**src/sv/chs_pkg.sv**
```systemverilog
package chs_pkg;

    // fixed field widths
    localparam int KEY_W = 32;
    localparam int DIV_W = 11;
    localparam int CNT_W = $clog2(KEY_W);

    // default sizes of the bucket table and the node pool
    localparam int DEF_MAX_BUCKETS = 1024;
    localparam int DEF_POOL_NODES  = 4096;

    // reset value of the bucket count register
    localparam logic [DIV_W-1:0] BUCKET_COUNT_RST = DIV_W'(1024);

    // divisor that splits the magnitude into thousands and last three digits
    localparam logic [DIV_W-1:0] DIGIT_BLOCK = DIV_W'(1000);

    // reciprocal of the digit block, exact for every 32-bit magnitude
    localparam logic [KEY_W-1:0] DIGIT_RECIP = KEY_W'(274877907);
    localparam int               DIGIT_SHIFT = 38;

    // action codes
    localparam logic ACT_INSERT = 1'b0;
    localparam logic ACT_SEARCH = 1'b1;

    // input item
    typedef struct packed {
        logic                    action;
        logic signed [KEY_W-1:0] key;
    } chs_in_t;

    // result item
    typedef struct packed {
        logic             hit;
        logic [KEY_W-1:0] collision_total;
    } chs_out_t;

    // request into the divider
    typedef struct packed {
        logic             start;
        logic [KEY_W-1:0] dividend;
        logic [DIV_W-1:0] divisor;
    } chs_div_req_t;

    // answer from the divider
    typedef struct packed {
        logic             done;
        logic [KEY_W-1:0] quotient;
        logic [DIV_W-1:0] remainder;
    } chs_div_rsp_t;

    // operation handed to the table
    typedef struct packed {
        logic             start;
        logic             action;
        logic [KEY_W-1:0] key;
    } chs_tbl_req_t;

    // status coming back from the table
    typedef struct packed {
        logic             ready;
        logic             done;
        logic             hit;
        logic [KEY_W-1:0] collision_total;
    } chs_tbl_stat_t;

    typedef enum logic [1:0] {
        S_IDLE,
        S_HASH,
        S_TABLE,
        S_OUT
    } top_state_t;

    typedef enum logic [1:0] {
        H_IDLE,
        H_MUL,
        H_SUM,
        H_MOD
    } hash_state_t;

    typedef enum logic [2:0] {
        T_CLEAR,
        T_IDLE,
        T_HEAD,
        T_DECIDE,
        T_WALK,
        T_CHECK
    } tbl_state_t;

endpackage

```
**src/sv/chs_divider.sv**
```systemverilog
module chs_divider
(
    input  logic                 clk,
    input  logic                 rst_n,
    input  chs_pkg::chs_div_req_t req,
    output chs_pkg::chs_div_rsp_t rsp
);

    localparam int KW = chs_pkg::KEY_W;
    localparam int DW = chs_pkg::DIV_W;
    localparam int CW = chs_pkg::CNT_W;

    logic          busy_reg, busy_next;
    logic          done_reg, done_next;
    logic [CW-1:0] cnt_reg, cnt_next;
    logic [KW-1:0] dvd_reg, dvd_next;
    logic [DW-1:0] rem_reg, rem_next;
    logic [DW-1:0] dvs_reg, dvs_next;
    logic [DW:0]   trial;
    logic [DW:0]   diff;
    logic          fits;

    // one restoring step per cycle, quotient shifts into the dividend register
    always_comb
    begin
        trial     = {rem_reg, dvd_reg[KW-1]};
        diff      = trial - {1'b0, dvs_reg};
        fits      = (trial >= {1'b0, dvs_reg});
        busy_next = busy_reg;
        done_next = 1'b0;
        cnt_next  = cnt_reg;
        dvd_next  = dvd_reg;
        rem_next  = rem_reg;
        dvs_next  = dvs_reg;
        if (req.start)
        begin
            busy_next = 1'b1;
            cnt_next  = '0;
            dvd_next  = req.dividend;
            rem_next  = '0;
            dvs_next  = req.divisor;
        end
        else if (busy_reg)
        begin
            dvd_next = {dvd_reg[KW-2:0], fits};
            rem_next = fits ? diff[DW-1:0] : trial[DW-1:0];
            cnt_next = cnt_reg + CW'(1);
            if (cnt_reg == CW'(KW - 1))
            begin
                busy_next = 1'b0;
                done_next = 1'b1;
            end
        end
    end

    // control state
    always_ff @(posedge clk or negedge rst_n)
    begin
        if (!rst_n)
        begin
            busy_reg <= 1'b0;
            done_reg <= 1'b0;
            cnt_reg  <= '0;
        end
        else
        begin
            busy_reg <= busy_next;
            done_reg <= done_next;
            cnt_reg  <= cnt_next;
        end
    end

    // operands
    always_ff @(posedge clk)
    begin
        dvd_reg <= dvd_next;
        rem_reg <= rem_next;
        dvs_reg <= dvs_next;
    end

    assign rsp.done      = done_reg;
    assign rsp.quotient  = dvd_reg;
    assign rsp.remainder = rem_reg;

endmodule

```
**src/sv/chs_hash.sv**
```systemverilog
module chs_hash
#(
    parameter int MAX_BUCKETS = chs_pkg::DEF_MAX_BUCKETS
)
(
    input  logic                               clk,
    input  logic                               rst_n,
    input  logic                               start,
    input  logic signed [chs_pkg::KEY_W-1:0]   key,
    input  logic [chs_pkg::DIV_W-1:0]          bucket_count,
    output logic                               done,
    output logic [((MAX_BUCKETS > 1) ? $clog2(MAX_BUCKETS) : 1)-1:0] bucket
);

    localparam int KW    = chs_pkg::KEY_W;
    localparam int DW    = chs_pkg::DIV_W;
    localparam int BKT_W = (MAX_BUCKETS > 1) ? $clog2(MAX_BUCKETS) : 1;

    chs_pkg::hash_state_t  state_reg, state_next;
    chs_pkg::chs_div_req_t div_req;
    chs_pkg::chs_div_rsp_t div_rsp;

    logic             done_reg, done_next;
    logic [BKT_W-1:0] bucket_reg, bucket_next;
    logic [KW-1:0]    mag_reg, mag_next;
    logic [KW-1:0]    quot_reg, quot_next;
    logic [KW-1:0]    key_bits;
    logic [KW-1:0]    mag;
    logic [63:0]      prod;
    logic [KW-1:0]    digit_sum;
    logic [DW-1:0]    mod_eff;

    chs_divider u_div
    (
        .clk   (clk),
        .rst_n (rst_n),
        .req   (div_req),
        .rsp   (div_rsp)
    );

    // magnitude, most negative key wraps to 2^31 unsigned
    assign key_bits = key;
    assign mag      = key_bits[KW-1] ? (~key_bits + KW'(1)) : key_bits;

    // thousands part by reciprocal multiplication
    assign prod = 64'(mag_reg) * 64'(chs_pkg::DIGIT_RECIP);

    // q + (m - 1000 q) folds to m - 999 q
    assign digit_sum = mag_reg - quot_reg * KW'(chs_pkg::DIGIT_BLOCK - DW'(1));

    // modulus in use: zero acts as one, clamp to table size
    always_comb
    begin
        if (bucket_count == '0)
            mod_eff = DW'(1);
        else if (32'(bucket_count) > 32'(MAX_BUCKETS))
            mod_eff = DW'(MAX_BUCKETS);
        else
            mod_eff = bucket_count;
    end

    // split by 1000, then one pass through the divider by the bucket count
    always_comb
    begin
        state_next       = state_reg;
        done_next        = 1'b0;
        bucket_next      = bucket_reg;
        mag_next         = mag_reg;
        quot_next        = quot_reg;
        div_req.start    = 1'b0;
        div_req.dividend = digit_sum;
        div_req.divisor  = mod_eff;
        unique case (state_reg)
            chs_pkg::H_IDLE:
            begin
                if (start)
                begin
                    mag_next   = mag;
                    state_next = chs_pkg::H_MUL;
                end
            end
            chs_pkg::H_MUL:
            begin
                quot_next  = KW'(prod >> chs_pkg::DIGIT_SHIFT);
                state_next = chs_pkg::H_SUM;
            end
            chs_pkg::H_SUM:
            begin
                div_req.start = 1'b1;
                state_next    = chs_pkg::H_MOD;
            end
            chs_pkg::H_MOD:
            begin
                if (div_rsp.done)
                begin
                    bucket_next = BKT_W'(div_rsp.remainder);
                    done_next   = 1'b1;
                    state_next  = chs_pkg::H_IDLE;
                end
            end
            default:
            begin
                state_next = chs_pkg::H_IDLE;
            end
        endcase
    end

    // state and done pulse
    always_ff @(posedge clk or negedge rst_n)
    begin
        if (!rst_n)
        begin
            state_reg <= chs_pkg::H_IDLE;
            done_reg  <= 1'b0;
        end
        else
        begin
            state_reg <= state_next;
            done_reg  <= done_next;
        end
    end

    // magnitude, quotient and bucket index
    always_ff @(posedge clk)
    begin
        mag_reg    <= mag_next;
        quot_reg   <= quot_next;
        bucket_reg <= bucket_next;
    end

    assign done   = done_reg;
    assign bucket = bucket_reg;

endmodule

```
**config.mk**
```make
export PLATFORM = sky130hd
export DESIGN_NAME = chs_hash
export DESIGN_NICKNAME = d
export VERILOG_FILES = /design/src/sv/chs_pkg.sv /design/src/sv/chs_divider.sv /design/src/sv/chs_hash.sv
export SDC_FILE = /design/constraint.sdc
export NUM_CORES = 2
export LEC_CHECK = 0
export BUFFER_PORTS_ARGS = -buffer_cell sky130_fd_sc_hd__buf_2
export CAP_MARGIN = 5
export CORE_ASPECT_RATIO = 1.25
export CORE_UTILIZATION = 50
export CTS_CLUSTER_SIZE = 24
export DETAILED_ROUTE_END_ITERATION = 10
export GPL_TIMING_DRIVEN = 0
export PLACE_DENSITY = 0.65
export SYNTH_ARGS = -nofsm -noshare
export SYNTH_HDL_FRONTEND = slang
export SYNTH_SLANG_ARGS = --single-unit
```
**constraint.sdc**
```tcl
create_clock -name clk -period 13.98 [get_ports clk]
set_input_delay 0.699 -clock clk [delete_from_list [all_inputs] [get_ports clk]]
set_output_delay 0.699 -clock clk [all_outputs]
set_load 0.1 [all_outputs]
```
==> run summary <==
- complete, no violations — run status
- register — startpoint types
- 0 — number of cells upsized or downsized after cts
- 93 — Cell Rows
- 50.86% — Starting Density
- quot_reg[13] — Critical R2R Capture
- 6 — count of TritonRoute iterations in the first routing pass
- 51180 um — post-DP HPWL
- mag_reg[8] — source of the critical timing path
- 0.05360 mm^2 — overall die area
- 0.003714 mm^2 — Register Area
- 58.63% — Tcrit/Tclk final
- 2 — maximum root-to-sink buffer count
- 6.642% — Synth-to-Final Area Change
- 55 — IO buf count
- 0 — Setup-failing EPs final
- 3589 — count of nets after finishing
- sky130_fd_sc_hd__inv_1 — leading cell type in the layout, fill and taps excluded
- 4.782% — ratio of cells with drive above 1 in the final layout
- 0 — GR Overflow Total
- 129 — flops & latches, synth
- 0 — final number of max-transition violations
- sky130_fd_sc_hd__clkbuf_16 — library cell used as clock root buffer
- 19130 — via count of the first global-routing pass
- 0 — diode insertion count for antenna repair
- 7.752% — share of synthesized flip-flops with an asynchronous set or reset
- 704 — 1st-iter DRT viols
- 0 — number of routed nets with antenna violations
- 18.58 um — Routed WL per cell
- 57 — IO Count
- 122.0 MHz — maximum clock frequency
- 4582 — filler cell count
- 60550 um — WL final
- 0.9237 — weighted congestion at the end of routability-driven global placement
- 12 — Worst Path Max Fanout
- 0 — DR DRC count
- 129 — count of clock tree sinks
- 17 — CTS Buf Count
- 24.52% — Overall Global Routing Usage
- 14.10% — proportion of synthesized chip area in sequential cells
- 0 — max capacitance violation total
- 10.51 um^2 — Post-Syn Area per Cell
- mag_reg[8] — source of the worst register-to-register timing path
- 0 — number of failing hold endpoints at the final stage
- 0.01988 mm^2 — multi-input logic area
- sky130_fd_sc_hd__edfxtp_1 — top flip-flop cell by instance count after synthesis
- 26.54% — worst relative slew slack
- 17120 — number of vias after detailed routing
- 56.76 ps — hold slack
- 3514 — Synthesized Nets
- 68 — Netlist cell types
- yes — clock tree from TritonCTS
- 0 ps — final setup TNS
- 8420 ps — data arrival time at the worst-slack endpoint
- 0 — buffers inserted by post-CTS timing repair
- 5.256 — via density per instance
- 100500 um — first-pass GRT wire length
- 14200 ps — data required time of the worst path
- no — setup repair after global routing missed its margin
- 4 — deepest level of the CTS H-tree
- 24 — depth of the worst register-to-register path
- sky130_fd_sc_hd__inv_1, sky130_fd_sc_hd__ha_1, sky130_fd_sc_hd__fa_1, sky130_fd_sc_hd__edfxtp_1, sky130_fd_sc_hd__a21oi_1 — highest-count cells in the layout ignoring fill and taps
- 5780 ps — flop2flop setup slack
- 0.05178 mm^2 — area of the placeable core
- primary input to asynchronous set/reset pin — class of the worst hold path
- 80 ps — clock transition time at the flip-flop clock pins of the worst setup and hold paths
- 108 — number of enable-type register cells in the synthesized netlist
- 1102 ps — Worst-Margin Slew
- register to register — type of the worst setup path
- 33 — pin count of the biggest net entering global routing
- 0 — Synthesis Warnings
- 207.3 um — width of the die
- 2505 — number of cells produced by synthesis
- 0 — antenna violations before repair
- 25.65 ps — setup clock skew after layout
- 258.6 um — Vert. Die Dim
- 0 — number of buffers added to fix hold violations after cts
- 500 ps — clock network latency to the later pin of the worst-skew pair
- 0.02633 mm^2 — Post-Syn Area
- 8196 ps — final critical delay including setup and external delays
- register — sort of element at the end of the critical path
## layer usage
metal | GRT usage [%] | part of all wire, %
met3 | 2.848 | 2.7
met4 | 10.14 | 3.5
met2 | 45.10 | 52
met1 | 29.04 | 42
met5 | 0 | 0
## area by class of cell
| type | count | area share [%] |
|---|---|---|
| flip-flops and latches | 129 | 13.22 |
| repair buffers | 56 | 1.078 |
| clock buffers | 18 | 1.604 |
| multi-input cells | 1645 | 70.78 |
| plain buffers | 23 | 0.3074 |
| clock inverters | 14 | 0.5792 |
| well taps | 665 | 2.963 |
| inverters | 708 | 9.463 |
## cell usage after synthesis (12+ instances only)
cell type / number / area (um^2)
sky130_fd_sc_hd__nand3_1: 22 / 110.1
sky130_fd_sc_hd__inv_1: 707 / 2654
sky130_fd_sc_hd__and3_1: 12 / 75.07
sky130_fd_sc_hd__fa_1: 453 / 9069
sky130_fd_sc_hd__a21o_1: 40 / 300.3
sky130_fd_sc_hd__a21oi_1: 89 / 445.4
sky130_fd_sc_hd__o21a_1: 12 / 90.09
sky130_fd_sc_hd__o21ai_0: 56 / 280.3
sky130_fd_sc_hd__xnor2_1: 60 / 525.5
sky130_fd_sc_hd__edfxtp_1: 108 / 3243
sky130_fd_sc_hd__nand2_1: 77 / 289.0
sky130_fd_sc_hd__clkbuf_1: 21 / 78.83
sky130_fd_sc_hd__ha_1: 510 / 6381
sky130_fd_sc_hd__a211oi_1: 19 / 142.6
sky130_fd_sc_hd__xor2_1: 29 / 254.0
sky130_fd_sc_hd__nor2_1: 47 / 176.4
sky130_fd_sc_hd__o31ai_1: 12 / 90.09
sky130_fd_sc_hd__nand4_1: 13 / 81.33
sky130_fd_sc_hd__nor2b_1: 24 / 150.1
sky130_fd_sc_hd__mux2_2: 25 / 281.5
## kinds of logic (layout without fill, tap and decap cells)
logic type | Yosys count | count (layout) | synth area share (%)
fa+ha+maj | 963 | 963 | 58.67
simple gates | 258 | 258 | 4.970
mux | 34 | 34 | 1.411
flops | 129 | 129 | 14.10
xor+xnor | 89 | 89 | 2.960
compound gates | 301 | 301 | 7.469
buf+inv | 731 | 819 | 10.42
## worst max path at each step
stage | depth (start not counted) | to | slack (ps)
after floorplan | 24 | quot_reg[21] | 7170
after global placement | 22 | quot_reg[13] | 5920
after detailed placement | 22 | quot_reg[13] | 5810
after CTS | 22 | quot_reg[13] | 5790
after global routing | 22 | quot_reg[14] | 5370
final | 24 | quot_reg[13] | 5780
## metrics by stage
| stage | instances | area [um^2] | utilization (%) | setup slack, ps |
|---|---|---|---|---|
| after global placement | 3225 | 27440 | 53.00 | 5920 |
| after detailed placement | 3225 | 27440 | 53.00 | 5810 |
| after floorplan | 2505 | 26330 | - | 7165 |
| after CTS | 3257 | 28060 | 54.18 | 5787 |
| after global routing | 3258 | 28080 | 54.23 | 5370 |
| final | 3258 | 28080 | 54.23 | 5784 |
## worst max-delay path, cell delays in order, from the launching register on
cell	delay, ps
sky130_fd_sc_hd__edfxtp_1	1020
sky130_fd_sc_hd__ha_1	420
sky130_fd_sc_hd__fa_1	390
sky130_fd_sc_hd__fa_1	490
sky130_fd_sc_hd__inv_1	50
sky130_fd_sc_hd__fa_1	470
sky130_fd_sc_hd__inv_1	50
sky130_fd_sc_hd__fa_1	500
sky130_fd_sc_hd__inv_1	60
sky130_fd_sc_hd__fa_1	530
sky130_fd_sc_hd__inv_1	50
sky130_fd_sc_hd__fa_1	470
sky130_fd_sc_hd__inv_1	50
sky130_fd_sc_hd__fa_1	470
sky130_fd_sc_hd__inv_1	40
sky130_fd_sc_hd__ha_1	190
sky130_fd_sc_hd__a21oi_1	270
sky130_fd_sc_hd__o311ai_0	210
sky130_fd_sc_hd__a21oi_1	560
sky130_fd_sc_hd__nor3b_1	120
sky130_fd_sc_hd__a221o_1	400
sky130_fd_sc_hd__a21o_1	230
sky130_fd_sc_hd__a41oi_1	520
sky130_fd_sc_hd__o21ai_0	190
sky130_fd_sc_hd__xor2_1	170
Power is left out: the tool's default activity adds up to more than one toggle a clock period on the data nets, which glitch-free logic cannot reach.
